`src/rtl/pdc_pkg.sv`:
```
`timescale 1ns / 1ps
package pdc_pkg;

  localparam int SAMPLE_BITS_DEF      = 16;
  localparam int CALIB_COUNT_BITS_DEF = 16;
  localparam int HOLD_BITS_DEF        = 24;

  localparam int CFG_IDX_W  = 3;
  localparam int CFG_DATA_W = 24;
  localparam int REF_W      = 16;
  localparam int TOL_W      = 16;
  localparam int LEN_W      = 16;
  localparam int SLEEP_W    = 24;

  localparam logic [CFG_IDX_W-1:0] CFG_CAL_EN = 3'd0;
  localparam logic [CFG_IDX_W-1:0] CFG_REF    = 3'd1;
  localparam logic [CFG_IDX_W-1:0] CFG_TOL    = 3'd2;
  localparam logic [CFG_IDX_W-1:0] CFG_LEN    = 3'd3;
  localparam logic [CFG_IDX_W-1:0] CFG_SLEEP  = 3'd4;

  localparam logic               RST_CAL_EN = 1'b1;
  localparam logic [REF_W-1:0]   RST_REF    = 16'd32768;
  localparam logic [TOL_W-1:0]   RST_TOL    = 16'd4096;
  localparam logic [LEN_W-1:0]   RST_LEN    = 16'd22050;
  localparam logic [SLEEP_W-1:0] RST_SLEEP  = 24'd441000;

  typedef enum logic [1:0] {
    DET_IDLE   = 2'd0,
    DET_ACTIVE = 2'd1,
    DET_UNSURE = 2'd2
  } det_t;

  typedef enum logic [2:0] {
    ST_IDLE,
    ST_ACCUM,
    ST_DIV,
    ST_CMP,
    ST_WAIT
  } ctl_t;

  typedef struct packed {
    logic lo;
    logic lo_eq;
    logic hi;
    logic hi_eq;
  } band_t;

endpackage

```
`src/rtl/pdc_accum.sv`:
```
`timescale 1ns / 1ps
module pdc_accum #(
  parameter int SAMPLE_BITS = pdc_pkg::SAMPLE_BITS_DEF,
  parameter int SUM_BITS    = pdc_pkg::SAMPLE_BITS_DEF + pdc_pkg::CALIB_COUNT_BITS_DEF
) (
  input  logic                   clk,
  input  logic                   rst_n,
  input  logic                   clear,
  input  logic                   start,
  input  logic [SAMPLE_BITS-1:0] sample,
  output logic [SUM_BITS-1:0]    sum,
  output logic                   done
);

  localparam int CNT_W = $clog2(SUM_BITS + 1);

  logic [SUM_BITS-1:0]    sum_r;
  logic [SAMPLE_BITS-1:0] add_r;
  logic                   carry_r;
  logic [CNT_W-1:0]       cnt_r;
  logic                   busy_r;
  logic                   done_r;
  logic                   bit_s;
  logic                   bit_c;

  assign bit_s = sum_r[0] ^ add_r[0] ^ carry_r;
  assign bit_c = (sum_r[0] & add_r[0]) | (carry_r & (sum_r[0] ^ add_r[0]));

  always_ff @(posedge clk) begin
    if (!rst_n) begin
      sum_r   <= '0;
      busy_r  <= 1'b0;
      done_r  <= 1'b0;
      cnt_r   <= '0;
      carry_r <= 1'b0;
    end else begin
      done_r <= 1'b0;
      if (clear) begin
        sum_r <= '0;
      end else if (start) begin
        add_r   <= sample;
        carry_r <= 1'b0;
        cnt_r   <= CNT_W'(SUM_BITS - 1);
        busy_r  <= 1'b1;
      end else if (busy_r) begin
        sum_r   <= {bit_s, sum_r[SUM_BITS-1:1]};
        add_r   <= {1'b0, add_r[SAMPLE_BITS-1:1]};
        carry_r <= bit_c;
        cnt_r   <= cnt_r - 1'b1;
        if (cnt_r == '0) begin
          busy_r <= 1'b0;
          done_r <= 1'b1;
        end
      end
    end
  end

  assign sum  = sum_r;
  assign done = done_r;

endmodule

```
`src/rtl/pdc_serial_div.sv`:
```
`timescale 1ns / 1ps
module pdc_serial_div #(
  parameter int SUM_BITS   = pdc_pkg::SAMPLE_BITS_DEF + pdc_pkg::CALIB_COUNT_BITS_DEF,
  parameter int COUNT_BITS = pdc_pkg::CALIB_COUNT_BITS_DEF
) (
  input  logic                  clk,
  input  logic                  rst_n,
  input  logic                  start,
  input  logic [SUM_BITS-1:0]   dividend,
  input  logic [COUNT_BITS-1:0] divisor,
  output logic [SUM_BITS-1:0]   quotient,
  output logic                  done
);

  localparam int CNT_W = $clog2(SUM_BITS + 1);

  logic [SUM_BITS-1:0]   quo_r;
  logic [COUNT_BITS-1:0] rem_r;
  logic [COUNT_BITS-1:0] div_r;
  logic [CNT_W-1:0]      cnt_r;
  logic                  busy_r;
  logic                  done_r;
  logic [COUNT_BITS:0]   trial;
  logic [COUNT_BITS:0]   diff;
  logic                  ge;

  assign trial = {rem_r, quo_r[SUM_BITS-1]};
  assign diff  = trial - {1'b0, div_r};
  assign ge    = trial >= {1'b0, div_r};

  always_ff @(posedge clk) begin
    if (!rst_n) begin
      busy_r <= 1'b0;
      done_r <= 1'b0;
      cnt_r  <= '0;
    end else begin
      done_r <= 1'b0;
      if (start) begin
        quo_r  <= dividend;
        rem_r  <= '0;
        div_r  <= divisor;
        cnt_r  <= CNT_W'(SUM_BITS - 1);
        busy_r <= 1'b1;
      end else if (busy_r) begin
        rem_r <= ge ? diff[COUNT_BITS-1:0] : trial[COUNT_BITS-1:0];
        quo_r <= {quo_r[SUM_BITS-2:0], ge};
        cnt_r <= cnt_r - 1'b1;
        if (cnt_r == '0) begin
          busy_r <= 1'b0;
          done_r <= 1'b1;
        end
      end
    end
  end

  assign quotient = quo_r;
  assign done     = done_r;

endmodule

```
`src/rtl/pdc_band_cmp.sv`:
```
`timescale 1ns / 1ps
module pdc_band_cmp #(
  parameter int SAMPLE_BITS = pdc_pkg::SAMPLE_BITS_DEF
) (
  input  logic                       clk,
  input  logic                       rst_n,
  input  logic                       start,
  input  logic [SAMPLE_BITS-1:0]     baseline,
  input  logic [pdc_pkg::TOL_W-2:0]  half,
  input  logic [SAMPLE_BITS-1:0]     sample,
  output pdc_pkg::band_t             flags,
  output logic                       done
);

  localparam int W     = ((SAMPLE_BITS > pdc_pkg::TOL_W) ? SAMPLE_BITS : pdc_pkg::TOL_W) + 2;
  localparam int CNT_W = $clog2(W + 1);

  logic [W-1:0]     base_r;
  logic [W-1:0]     half_r;
  logic [W-1:0]     smp_r;
  logic             cb_r;
  logic             ct_r;
  logic             c1_r;
  logic             c2_r;
  logic             nz1_r;
  logic             nz2_r;
  logic [CNT_W-1:0] cnt_r;
  logic             busy_r;
  logic             done_r;
  pdc_pkg::band_t   flags_r;
  logic             b_bit;
  logic             t_bit;
  logic             d1_bit;
  logic             d2_bit;
  logic             hn;
  logic             bn;
  logic             vn;

  // Bottom and top are formed one bit a cycle and fed straight into the
  // two subtractors that compare them with the sample.
  assign hn     = ~half_r[0];
  assign b_bit  = base_r[0] ^ hn ^ cb_r;
  assign t_bit  = base_r[0] ^ half_r[0] ^ ct_r;
  assign bn     = ~b_bit;
  assign vn     = ~smp_r[0];
  assign d1_bit = smp_r[0] ^ bn ^ c1_r;
  assign d2_bit = t_bit ^ vn ^ c2_r;

  always_ff @(posedge clk) begin
    if (!rst_n) begin
      busy_r <= 1'b0;
      done_r <= 1'b0;
      cnt_r  <= '0;
    end else begin
      done_r <= 1'b0;
      if (start) begin
        base_r <= W'(baseline);
        half_r <= W'(half);
        smp_r  <= W'(sample);
        cb_r   <= 1'b1;
        ct_r   <= 1'b0;
        c1_r   <= 1'b1;
        c2_r   <= 1'b1;
        nz1_r  <= 1'b0;
        nz2_r  <= 1'b0;
        cnt_r  <= CNT_W'(W - 1);
        busy_r <= 1'b1;
      end else if (busy_r) begin
        base_r <= base_r >> 1;
        half_r <= half_r >> 1;
        smp_r  <= smp_r >> 1;
        cb_r   <= (base_r[0] & hn) | (cb_r & (base_r[0] ^ hn));
        ct_r   <= (base_r[0] & half_r[0]) | (ct_r & (base_r[0] ^ half_r[0]));
        c1_r   <= (smp_r[0] & bn) | (c1_r & (smp_r[0] ^ bn));
        c2_r   <= (t_bit & vn) | (c2_r & (t_bit ^ vn));
        nz1_r  <= nz1_r | d1_bit;
        nz2_r  <= nz2_r | d2_bit;
        cnt_r  <= cnt_r - 1'b1;
        if (cnt_r == '0) begin
          flags_r.lo    <= d1_bit;
          flags_r.lo_eq <= ~(nz1_r | d1_bit);
          flags_r.hi    <= d2_bit;
          flags_r.hi_eq <= ~(nz2_r | d2_bit);
          busy_r        <= 1'b0;
          done_r        <= 1'b1;
        end
      end
    end
  end

  assign flags = flags_r;
  assign done  = done_r;

endmodule

```
`src/rtl/presence_detector_with_calibration.sv`:
```
`timescale 1ns / 1ps
// Presence detector with automatic baseline calibration and a hold timer. One sample word
// is taken at a time and yields one result word. A calibration sample is added into the
// running sum by a bit-serial adder, and the sample that ends calibration drives a
// restoring divider that yields one quotient bit per cycle (with a calibration length of
// zero the baseline is set to zero instead). A detection sample is compared with the band
// by bit-serial subtractors. The next sample is taken once the previous result is in the
// output register, so a slow consumer stalls the input by the time it holds that word.
module presence_detector_with_calibration #(
  parameter int SAMPLE_BITS      = pdc_pkg::SAMPLE_BITS_DEF,
  parameter int CALIB_COUNT_BITS = pdc_pkg::CALIB_COUNT_BITS_DEF,
  parameter int HOLD_BITS        = pdc_pkg::HOLD_BITS_DEF
) (
  input  logic                            clk,
  input  logic                            rst_n,
  input  logic                            cfg_valid,
  output logic                            cfg_ready,
  input  logic [pdc_pkg::CFG_IDX_W-1:0]   cfg_index,
  input  logic [pdc_pkg::CFG_DATA_W-1:0]  cfg_data,
  input  logic                            in_valid,
  output logic                            in_ready,
  input  logic [SAMPLE_BITS-1:0]          in_sample,
  output logic                            out_valid,
  input  logic                            out_ready,
  output logic                            out_interacting,
  output logic                            out_calibrating,
  output logic [1:0]                      out_machine_state
);

  localparam int SUM_BITS = SAMPLE_BITS + CALIB_COUNT_BITS;

  pdc_pkg::ctl_t state_r;
  pdc_pkg::ctl_t state_nxt;
  pdc_pkg::det_t det_r;
  pdc_pkg::det_t det_nxt;

  logic                          in_cal_r;
  logic [CALIB_COUNT_BITS-1:0]   count_r;
  logic [SAMPLE_BITS-1:0]        baseline_r;
  logic [HOLD_BITS-1:0]          hold_r;
  logic [HOLD_BITS-1:0]          hold_nxt;
  logic [pdc_pkg::TOL_W-1:0]     tol_r;
  logic [pdc_pkg::LEN_W-1:0]     len_r;
  logic [pdc_pkg::SLEEP_W-1:0]   sleep_r;

  logic                          pend_int_r;
  logic                          pend_cal_r;
  pdc_pkg::det_t                 pend_det_r;
  logic                          out_valid_r;
  logic                          out_int_r;
  logic                          out_cal_r;
  pdc_pkg::det_t                 out_det_r;

  logic                          in_fire;
  logic                          cfg_fire;
  logic                          acc_start;
  logic                          div_start;
  logic                          cmp_start;
  logic                          load_out;
  logic                          acc_clear;
  logic                          acc_done;
  logic                          div_done;
  logic                          cmp_done;
  logic [SUM_BITS-1:0]           sum;
  logic [SUM_BITS-1:0]           quotient;
  pdc_pkg::band_t                flags;
  logic [CALIB_COUNT_BITS-1:0]   len;
  logic                          more_cal;
  logic                          len_zero;
  logic [SAMPLE_BITS-1:0]        quo_sat;
  logic [HOLD_BITS-1:0]          reload;
  logic [HOLD_BITS-1:0]          hold_dec;
  logic                          reported;
  logic                          out_incl;
  logic                          in_band;

  assign in_fire   = in_valid & in_ready;
  assign cfg_ready = 1'b1;
  assign cfg_fire  = cfg_valid;
  assign acc_clear = cfg_fire && (cfg_index == pdc_pkg::CFG_CAL_EN);
  assign len       = CALIB_COUNT_BITS'(len_r);
  assign more_cal  = count_r < len;
  assign len_zero  = len == '0;
  assign reload    = HOLD_BITS'(sleep_r);
  assign quo_sat   = (|quotient[SUM_BITS-1:SAMPLE_BITS]) ? '1 : quotient[SAMPLE_BITS-1:0];

  pdc_accum #(
    .SAMPLE_BITS (SAMPLE_BITS),
    .SUM_BITS    (SUM_BITS)
  ) u_accum (
    .clk    (clk),
    .rst_n  (rst_n),
    .clear  (acc_clear),
    .start  (acc_start),
    .sample (in_sample),
    .sum    (sum),
    .done   (acc_done)
  );

  pdc_serial_div #(
    .SUM_BITS   (SUM_BITS),
    .COUNT_BITS (CALIB_COUNT_BITS)
  ) u_div (
    .clk      (clk),
    .rst_n    (rst_n),
    .start    (div_start),
    .dividend (sum),
    .divisor  (len),
    .quotient (quotient),
    .done     (div_done)
  );

  pdc_band_cmp #(
    .SAMPLE_BITS (SAMPLE_BITS)
  ) u_cmp (
    .clk      (clk),
    .rst_n    (rst_n),
    .start    (cmp_start),
    .baseline (baseline_r),
    .half     (tol_r[pdc_pkg::TOL_W-1:1]),
    .sample   (in_sample),
    .flags    (flags),
    .done     (cmp_done)
  );

  always_comb begin
    state_nxt = state_r;
    unique case (state_r)
      pdc_pkg::ST_IDLE: begin
        if (in_fire) begin
          if (!in_cal_r) begin
            state_nxt = pdc_pkg::ST_CMP;
          end else if (more_cal) begin
            state_nxt = pdc_pkg::ST_ACCUM;
          end else if (len_zero) begin
            state_nxt = pdc_pkg::ST_WAIT;
          end else begin
            state_nxt = pdc_pkg::ST_DIV;
          end
        end
      end
      pdc_pkg::ST_ACCUM: begin
        if (acc_done) begin
          state_nxt = pdc_pkg::ST_WAIT;
        end
      end
      pdc_pkg::ST_DIV: begin
        if (div_done) begin
          state_nxt = pdc_pkg::ST_WAIT;
        end
      end
      pdc_pkg::ST_CMP: begin
        if (cmp_done) begin
          state_nxt = pdc_pkg::ST_WAIT;
        end
      end
      pdc_pkg::ST_WAIT: begin
        if (!out_valid_r || out_ready) begin
          state_nxt = pdc_pkg::ST_IDLE;
        end
      end
      default: begin
        state_nxt = pdc_pkg::ST_IDLE;
      end
    endcase
  end

  always_comb begin
    in_ready  = state_r == pdc_pkg::ST_IDLE;
    acc_start = 1'b0;
    div_start = 1'b0;
    cmp_start = 1'b0;
    load_out  = 1'b0;
    unique case (state_r)
      pdc_pkg::ST_IDLE: begin
        acc_start = in_fire && in_cal_r && more_cal;
        div_start = in_fire && in_cal_r && !more_cal && !len_zero;
        cmp_start = in_fire && !in_cal_r;
      end
      pdc_pkg::ST_WAIT: begin
        load_out = !out_valid_r || out_ready;
      end
      default: begin
        load_out = 1'b0;
      end
    endcase
  end

  // One sample may fall through idle, interacting and not sure in that order.
  always_comb begin
    out_incl = flags.lo | flags.lo_eq | flags.hi | flags.hi_eq;
    in_band  = !flags.lo && !flags.hi;
    det_nxt  = det_r;
    hold_nxt = hold_r;
    reported = 1'b0;
    hold_dec = (hold_r != '0) ? hold_r - 1'b1 : '0;
    if (det_nxt == pdc_pkg::DET_IDLE && out_incl) begin
      det_nxt = pdc_pkg::DET_ACTIVE;
    end
    if (det_nxt == pdc_pkg::DET_ACTIVE) begin
      reported = 1'b1;
      if (in_band) begin
        det_nxt = pdc_pkg::DET_UNSURE;
      end
    end
    if (det_nxt == pdc_pkg::DET_UNSURE) begin
      reported = 1'b1;
      priority if (!in_band) begin
        det_nxt  = pdc_pkg::DET_ACTIVE;
        hold_nxt = reload;
      end else if (hold_dec == '0) begin
        det_nxt  = pdc_pkg::DET_IDLE;
        hold_nxt = reload;
      end else begin
        hold_nxt = hold_dec;
      end
    end
  end

  always_ff @(posedge clk) begin
    if (!rst_n) begin
      state_r     <= pdc_pkg::ST_IDLE;
      det_r       <= pdc_pkg::DET_IDLE;
      in_cal_r    <= pdc_pkg::RST_CAL_EN;
      count_r     <= '0;
      baseline_r  <= SAMPLE_BITS'(pdc_pkg::RST_REF);
      hold_r      <= HOLD_BITS'(pdc_pkg::RST_SLEEP);
      tol_r       <= pdc_pkg::RST_TOL;
      len_r       <= pdc_pkg::RST_LEN;
      sleep_r     <= pdc_pkg::RST_SLEEP;
      out_valid_r <= 1'b0;
    end else begin
      state_r <= state_nxt;
      if (cfg_fire) begin
        unique case (cfg_index)
          pdc_pkg::CFG_CAL_EN: begin
            in_cal_r <= cfg_data[0];
            count_r  <= '0;
          end
          pdc_pkg::CFG_REF: begin
            baseline_r <= SAMPLE_BITS'(cfg_data[pdc_pkg::REF_W-1:0]);
          end
          pdc_pkg::CFG_TOL: begin
            tol_r <= cfg_data[pdc_pkg::TOL_W-1:0];
          end
          pdc_pkg::CFG_LEN: begin
            len_r <= cfg_data[pdc_pkg::LEN_W-1:0];
          end
          pdc_pkg::CFG_SLEEP: begin
            sleep_r <= cfg_data[pdc_pkg::SLEEP_W-1:0];
            hold_r  <= HOLD_BITS'(cfg_data[pdc_pkg::SLEEP_W-1:0]);
          end
          default: begin
          end
        endcase
      end
      if (in_fire && in_cal_r) begin
        pend_int_r <= 1'b0;
        pend_cal_r <= more_cal;
        pend_det_r <= det_r;
        if (more_cal) begin
          count_r <= count_r + 1'b1;
        end else begin
          in_cal_r <= 1'b0;
          if (len_zero) begin
            baseline_r <= '0;
          end
        end
      end
      if (div_done) begin
        baseline_r <= quo_sat;
      end
      if (cmp_done) begin
        det_r      <= det_nxt;
        hold_r     <= hold_nxt;
        pend_int_r <= reported;
        pend_cal_r <= 1'b0;
        pend_det_r <= det_nxt;
      end
      if (load_out) begin
        out_valid_r <= 1'b1;
        out_int_r   <= pend_int_r;
        out_cal_r   <= pend_cal_r;
        out_det_r   <= pend_det_r;
      end else if (out_ready) begin
        out_valid_r <= 1'b0;
      end
    end
  end

  assign out_valid         = out_valid_r;
  assign out_interacting   = out_int_r;
  assign out_calibrating   = out_cal_r;
  assign out_machine_state = out_det_r;

`ifndef SYNTH
  a_hold_loaded_outside_unsure: assert property (@(posedge clk) disable iff (!rst_n)
    det_r != pdc_pkg::DET_UNSURE |-> hold_r == reload)
    else $error("hold countdown not at its reload value outside not sure");

  a_cal_word_not_interacting: assert property (@(posedge clk) disable iff (!rst_n)
    out_valid |-> !(out_calibrating && out_interacting))
    else $error("calibration word reports interaction");

  a_one_word_in_flight: assert property (@(posedge clk) disable iff (!rst_n)
    in_fire |=> !in_ready)
    else $error("second sample taken while one is in work");

  a_div_done_in_div: assert property (@(posedge clk) disable iff (!rst_n)
    div_done |-> state_r == pdc_pkg::ST_DIV)
    else $error("divider finished outside the divide step");

  a_cmp_done_in_cmp: assert property (@(posedge clk) disable iff (!rst_n)
    cmp_done |-> state_r == pdc_pkg::ST_CMP && !in_cal_r)
    else $error("band compare finished outside detection");
`endif

endmodule

```
`config.mk`:
```
export PLATFORM = sky130hd
export DESIGN_NAME = presence_detector_with_calibration
export DESIGN_NICKNAME = d
export VERILOG_FILES = /design/src/rtl/pdc_pkg.sv /design/src/rtl/pdc_accum.sv /design/src/rtl/pdc_serial_div.sv /design/src/rtl/pdc_band_cmp.sv /design/src/rtl/presence_detector_with_calibration.sv
export SDC_FILE = /design/constraint.sdc
export NUM_CORES = 1
export LEC_CHECK = 0
export ABC_AREA = 1
export BUFFER_PORTS_ARGS = -buffer_cell sky130_fd_sc_hd__clkbuf_2
export CAP_MARGIN = 20
export CORE_MARGIN = 3
export CORE_UTILIZATION = 55
export CTS_CLUSTER_DIAMETER = 200
export DETAILED_ROUTE_END_ITERATION = 8
export PLACE_DENSITY = 0.72
export SLEW_MARGIN = 40
export SYNTH_ARGS = -nofsm -noshare
export SYNTH_HDL_FRONTEND = slang
export SYNTH_SLANG_ARGS = --single-unit
```
`constraint.sdc`:
```
create_clock -name clk -period 5.6 [get_ports clk]
set_clock_uncertainty 0.15 [all_clocks]
set_input_delay 1.12 -clock clk [delete_from_list [all_inputs] [get_ports clk]]
set_output_delay 1.12 -clock clk [all_outputs]
set_load 0.05 [all_outputs]
```
==> impl_metrics.py, run 1 <==
metrics = {
    "global_route": {
        "grt_pass1_wl_um": 60800,
        "grt_max_degree": 93,
        "grt_antenna_before_repair": 1,
        "grt_pass1_vias": 12000,
        "track_usage_pct": 24.3,
        "grt_overflow_total": 0,
    },
    "floorplan": {
        "io_pins": 55,
        "placementRows": 60,
        "die_area_sq_um": 30300,
        "die_w_um": 174,
        "initial_core_util_pct": 56.8,
        "core-area_sq_um": 27400,
        "die_h_um": 174,
    },
    "setup_path": {
        "cp.required_ns": 5.82,
        "critical-path-top-delay-family": "buffers and inverters",
        "path_max_fanout": 39,
        "critPathCaptureType": "flop",
        "critPathMaxStageDelay_ns": 0.68,
        "cp_common_cell": "nand2_1",
        "critical-path-slowest-cell": "clkinv_1",
        "cp.arrival_ns": 3.94,
        "cp_cell_sequence": "inv_1 > ha_1 > a21oi_1 > o21a_1 > o221a_2 > nand2_1 > inv_1 > nand2_1 > nand2_1 > buf_4 > clkinv_1 > o21ai_0 > a21oi_1",
        "critPathLaunchType": "flop",
        "criticalPathCategory": "flop to flop",
        "critPathBufInv": 4,
    },
    "synthesis": {
        "ys_seq_area_share_pct": 50.4,
        "synth_fp_nets": 2015,
        "synth_enable_flop_cells": 145,
        "synth-seq-cells": 319,
        "ys.flop_type": "dfxtp_1",
        "synth_async_sr_flop_share_pct": 0,
        "synth_cell_types": 50,
        "syn_area_sq_um": 15600,
        "synth_cells": 1923,
        "synth_area_per_cell_sq_um": 8.09,
        "yosysWarnings": 0,
    },
    "cts": {
        "clockBufferDepth": 3,
        "clk_pin_slew_worst_paths_ns": 0.06,
        "cts_resized": 0,
        "cts_setup_buffers": 0,
        "clockRootBuffer": "clkbuf_16",
        "cts_made_buffers": 35,
        "insertion_delay_ns": 0.52,
        "ctsHoldBuffers": 0,
        "cts_tree": "built",
        "cts_sinks": 319,
        "h-tree-depth": 2,
    },
    "outcome": {
        "status": "finished clean",
    },
    "routing": {
        "remaining_drc_errors": 0,
        "ant_nets": 0,
        "drt_iter0_drc": 1188,
        "dr.pass1.iters": 5,
        "viasPerCell": 5.39,
        "vias": 12600,
        "drt-wirelength-per-cell_um": 15.6,
        "finalWirelength_um": 36600,
    },
    "timing": {
        "maxSlewViolCount": 0,
        "min_period_ns": 3.72,
        "rsz0062_at_grt": "no",
        "final-hold-violation-count": 0,
        "fin_tns_setup_ns": 0,
        "fmax_mhz": 269,
        "period_share_pct": 66.3,
        "slew_headroom_pct": 47.5,
        "tightest_slew_ns": 0.785,
        "setup_viol_count_final": 0,
    },
    "power_and_ir_drop": {
        "p_leak_uw": 0.00738,
        "power.total_uw": 5140,
        "power_per_cell_area_nw_per_um2": 300,
        "irDropWorstVdd_mv": 0.264,
    },
    "hold_path": {
        "hold_path_class": "flop to flop",
    },
    "run": {
        "drv_cap": 0,
    },
    "place": {
        "gp_congestion": 0.934,
        "dp_hpwl_um": 24900,
        "buffer_ports.inserted": 53,
    },
    "final_layout": {
        "area_growth_pct": 10.2,
        "drive_gt1_share_pct": 8.53,
        "diodes": 0,
        "nNetsFinal": 2037,
    },
}
[cells in the mapped netlist (3+ instances only)]
cell	n	share of area (%)
nor2_2	8	0.32
buf_1	4	0.096
buf_6	6	0.43
fa_1	6	0.77
or2_2	7	0.28
a21oi_1	156	5.0
nand3_2	3	0.19
clkbuf_8	3	0.27
edfxtp_1	145	28
nand2_2	11	0.44
nor3_1	14	0.45
dfxtp_1	174	22
o211ai_1	28	1.4
xor2_1	20	1.1
nand3_1	122	3.9
a21o_1	3	0.14
ha_1	38	3.1
nor4_1	11	0.44
clkinv_1	3	0.072
o21ai_0	166	5.3
inv_1	216	5.2
nand2_1	516	12
clkbuf_1	61	1.5
buf_2	10	0.32
xnor2_1	16	0.90
nor2_1	127	3.1
nand4_1	14	0.56
nor2_4	4	0.29
a31oi_1	3	0.12
[flip-flops by register name, indices dropped and copies added, names as in the netlist, 3 cells and up]
name,count
u_accum.sum,32
u_div.quotient,32
hold_r,24
reload,24
baseline_r,16
count_r,16
len,16
u_accum.add_r,16
u_cmp.base_r,16
u_cmp.smp_r,16
u_div.div_r,16
u_div.rem_r,16
tol_r,15
u_cmp.half_r,15
u_accum.cnt_r,6
u_div.cnt_r,6
u_cmp.cnt_r,5
u_cmp.flags,4
state_r,3
[cell type report]
class	count	area [sq um]
multi-input cells	1295	6490
clock buffers	45	955
fillers	2379	10300
repair buffers	73	419
well taps	372	465
inverters	221	830
clock inverters	17	143
flip-flops and latches	319	7840
[metal layers]
layer	wire [um]	global-route usage, %	up-vias
li1	-	-	6376
met1	16500	33.7	5824
met2	16900	39.4	350
met3	2340	3.93	62
met4	839	7.34	2
met5	13	0	-
[logic make-up after synthesis]
group | share of synthesized area (%)
simple gates | 22.8
compound gates | 12.7
flops | 50.4
buf+inv | 8.21
fa+ha+maj | 3.83
xor+xnor | 2.03
other cells | 0.0241
[final timing paths]
kind / depth (start not counted) / from / to / slack (ns)
max: 13 / len[11] / u_accum.sum[24] / 1.88
min: 0 / pend_cal_r / out_calibrating / 0.28
max reg2reg: 13 / len[11] / u_accum.sum[24] / 1.88
min reg2reg: 0 / pend_cal_r / out_calibrating / 0.28
[stage by stage]
step / hold WS [ns] / std cells / util [%] / setup WS, ns / area [sq um]
final: 0.283 / 2342 / 62.6 / 1.88 / 17100
after global routing: 0.292 / 2342 / 62.6 / 1.44 / 17100
after CTS: 0.281 / 2341 / 62.5 / 2.14 / 17100
after detailed placement: 0.268 / 2279 / 58.5 / 1.99 / 16000
after global placement: 0.262 / 2279 / 58.5 / 2.05 / 16000
after floorplan: 0.250 / 1923 / - / 0.629 / 15600
[where the power goes]
group | internal, uW | leakage [uW] | switching, uW | total (uW)
clock | 1300 | 0.000543 | 924 | 2220
sequential | 2510 | 0.00272 | 49.5 | 2560
combinational | 112 | 0.00412 | 245 | 357
[cell usage in the layout (no fill, tap or decap), types with 3 or more instances in the layout]
master / n
nand2_1: 514
inv_1: 214
dfxtp_1: 174
o21ai_0: 166
a21oi_1: 154
edfxtp_1: 145
nor2_1: 124
nand3_1: 121
clkbuf_2: 53
ha_1: 38
clkbuf_16: 36
o211ai_1: 28
xor2_1: 20
buf_4: 19
xnor2_1: 16
nand4_1: 14
nor3_1: 14
nand2_2: 13
clkinv_1: 11
nor4_1: 11
nor2_2: 9
or2_2: 7
clkbuf_1: 7
clkinv_2: 7
nor2_4: 6
fa_1: 6
nand3_2: 4
a21o_1: 3
a31oi_1: 3
Power figures use the tool's default switching activity.
==> inputs of run 2 (changes only) <==
- PLACE_DENSITY: 0.72 -> 0.75
- clock period: 5.6 -> 3 ns (I/O delays scaled with it)
==> run 2 against run 1 <==
- clock power grew 85%
- cell count is 1.7% higher
- via count is 2.0% higher
- flip-flop and latch count unchanged
- clock-buffer cell count is 6 higher
- total power rose by 86%
- worst hold slack lost 0.11 ns
- worst setup slack got worse by 1.7 ns
- routed wire length rose by 1.6%
- final area rose by 2.2%
- largest cell class unchanged
- largest power group unchanged
==> impl_metrics.py, run 2 (synthesis results as in run 1) <==
metrics = {
    "setup_path": {
        "r2r_cells": 15,
        "critPathLaunchType": "flop",
        "rr_startpoint": "u_div.quotient[31]",
        "cp.arrival_ns": 2.89,
        "critical_path.reg2reg.endpoint": "u_div.rem_r[14]",
        "path_max_fanout": 2,
        "regToRegSetupSlack_ns": 0.21,
        "criticalPathCategory": "flop to flop",
        "cp.required_ns": 3.10,
        "critPathCaptureType": "flop",
    },
    "floorplan": {
        "die_w_um": 174,
        "io_pins": 55,
        "initial_core_util_pct": 56.8,
        "placementRows": 60,
        "die_area_sq_um": 30300,
        "die_h_um": 174,
        "core-area_sq_um": 27400,
    },
    "cts": {
        "insertion_delay_ns": 0.52,
        "ctsHoldBuffers": 0,
        "cts_made_buffers": 34,
        "clockBufferDepth": 3,
        "h-tree-depth": 2,
        "clockRootBuffer": "clkbuf_16",
        "clk_pin_slew_worst_paths_ns": 0.06,
        "cts_sinks": 319,
        "cts_tree": "built",
    },
    "timing": {
        "period_share_pct": 93.1,
        "final-hold-violation-count": 0,
        "setup_viol_count_final": 0,
        "tightest_slew_ns": 0.636,
        "maxSlewViolCount": 0,
        "rsz0062_at_grt": "no",
        "fmax_mhz": 358,
        "slew_headroom_pct": 57.5,
        "min_period_ns": 2.79,
        "fin_tns_setup_ns": 0,
    },
    "final_layout": {
        "fillers": 2286,
        "area_growth_pct": 12.6,
        "layout_common_cells": "516 x nand2_1, 215 x inv_1, 174 x dfxtp_1",
        "stdcell_area_sq_um": 17500,
        "multi_input_area_sq_um": 6510,
        "instances_no_fill": 2382,
        "layout_commonest_cell": "nand2_1",
        "diodes": 0,
        "nNetsFinal": 2076,
        "register_area_sq_um": 7840,
        "drive_gt1_share_pct": 10.4,
        "post-route-util_pct": 63.9,
    },
    "routing": {
        "ant_nets": 0,
        "vias": 12900,
        "finalWirelength_um": 37200,
        "drt-wirelength-per-cell_um": 15.6,
        "remaining_drc_errors": 0,
        "drt_iter0_drc": 1143,
        "dr.pass1.iters": 5,
        "viasPerCell": 5.40,
    },
    "hold_path": {
        "hold_path_class": "input port to flop",
        "hp-start": "cfg_data[18]",
        "holdPathStages": 3,
        "whs_endpoint": "reload[18]",
    },
    "global_route": {
        "grt_max_degree": 93,
        "grt_pass1_wl_um": 61500,
        "track_usage_pct": 24.4,
        "grt_pass1_vias": 12300,
        "grt_overflow_total": 0,
        "grt_antenna_before_repair": 0,
    },
    "power_and_ir_drop": {
        "irDropWorstVdd_mv": 0.475,
        "p_leak_uw": 0.00760,
        "power.total_uw": 9580,
        "power_per_cell_area_nw_per_um2": 547,
    },
    "place": {
        "buffer_ports.inserted": 53,
        "dp_hpwl_um": 25700,
        "gp_congestion": 0.919,
        "placed_cells": 2317,
        "dpl-instance-area_sq_um": 16400,
    },
    "run": {
        "drv_cap": 0,
    },
    "outcome": {
        "status": "finished clean",
    },
}
-- run 2: cell type report --
cell class	count	area share [%]
well taps	372	2.66
clock buffers	51	5.51
inverters	221	4.74
flip-flops and latches	319	44.7
clock inverters	11	0.721
repair buffers	113	4.46
multi-input cells	1295	37.2
-- run 2: report_power, final --
group          switching (uW)  internal [uW]  total (uW)
Combinational             466            231         697
Sequential               89.2           4680        4770
Clock                    1690           2420        4110
-- run 2: critical path, stage by stage (launching register included) --
cell	delay (ns)
edfxtp_1	0.40
inv_1	0.07
ha_1	0.22
fa_1	0.41
o21ai_0	0.32
nand2_1	0.09
nand3_1	0.13
nand2_1	0.06
nand2_1	0.10
nand2_1	0.06
nand2_1	0.10
nand2_1	0.06
nand2_1	0.06
xor2_1	0.06
o211ai_1	0.17
inv_1	0.06
-- run 2: worst max-delay path by stage --
stage                       startpoint  slack, ns  depth (start not counted)                 to
floorplan                      len[11]       0.06                          8  u_div.quotient[0]
global placement             hold_r[0]       0.14                         19         hold_r[13]
detailed placement      u_div.div_r[1]       0.14                         14     u_div.rem_r[1]
CTS                     u_div.div_r[1]       0.09                         14     u_div.rem_r[1]
global route        u_div.quotient[31]     0.0008                         15    u_div.rem_r[14]
finish              u_div.quotient[31]       0.21                         15    u_div.rem_r[14]
-- run 2: per-layer routing --
layer	wire length, um	global-route usage [%]	up-vias
met3	2150	3.58	66
met5	0	0	-
met2	17400	39.8	361
met1	16700	33.8	5989
met4	976	7.74	0
li1	-	-	6450
-- run 2: per-stage QoR --
stage	setup slack, ns	hold slack, ns
2_1_floorplan	0.0568	0.250
3_3_place_gp	0.140	0.254
3_5_place_dp	0.143	0.255
4_1_cts	0.0905	0.165
5_1_grt	0.000840	0.209
6_report	0.207	0.171
-- run 2: timing repair --
action                     in CTS  in global routing
gates resized for setup         0                  6
buffers inserted                0                  3
setup endpoints to repair       0                 33
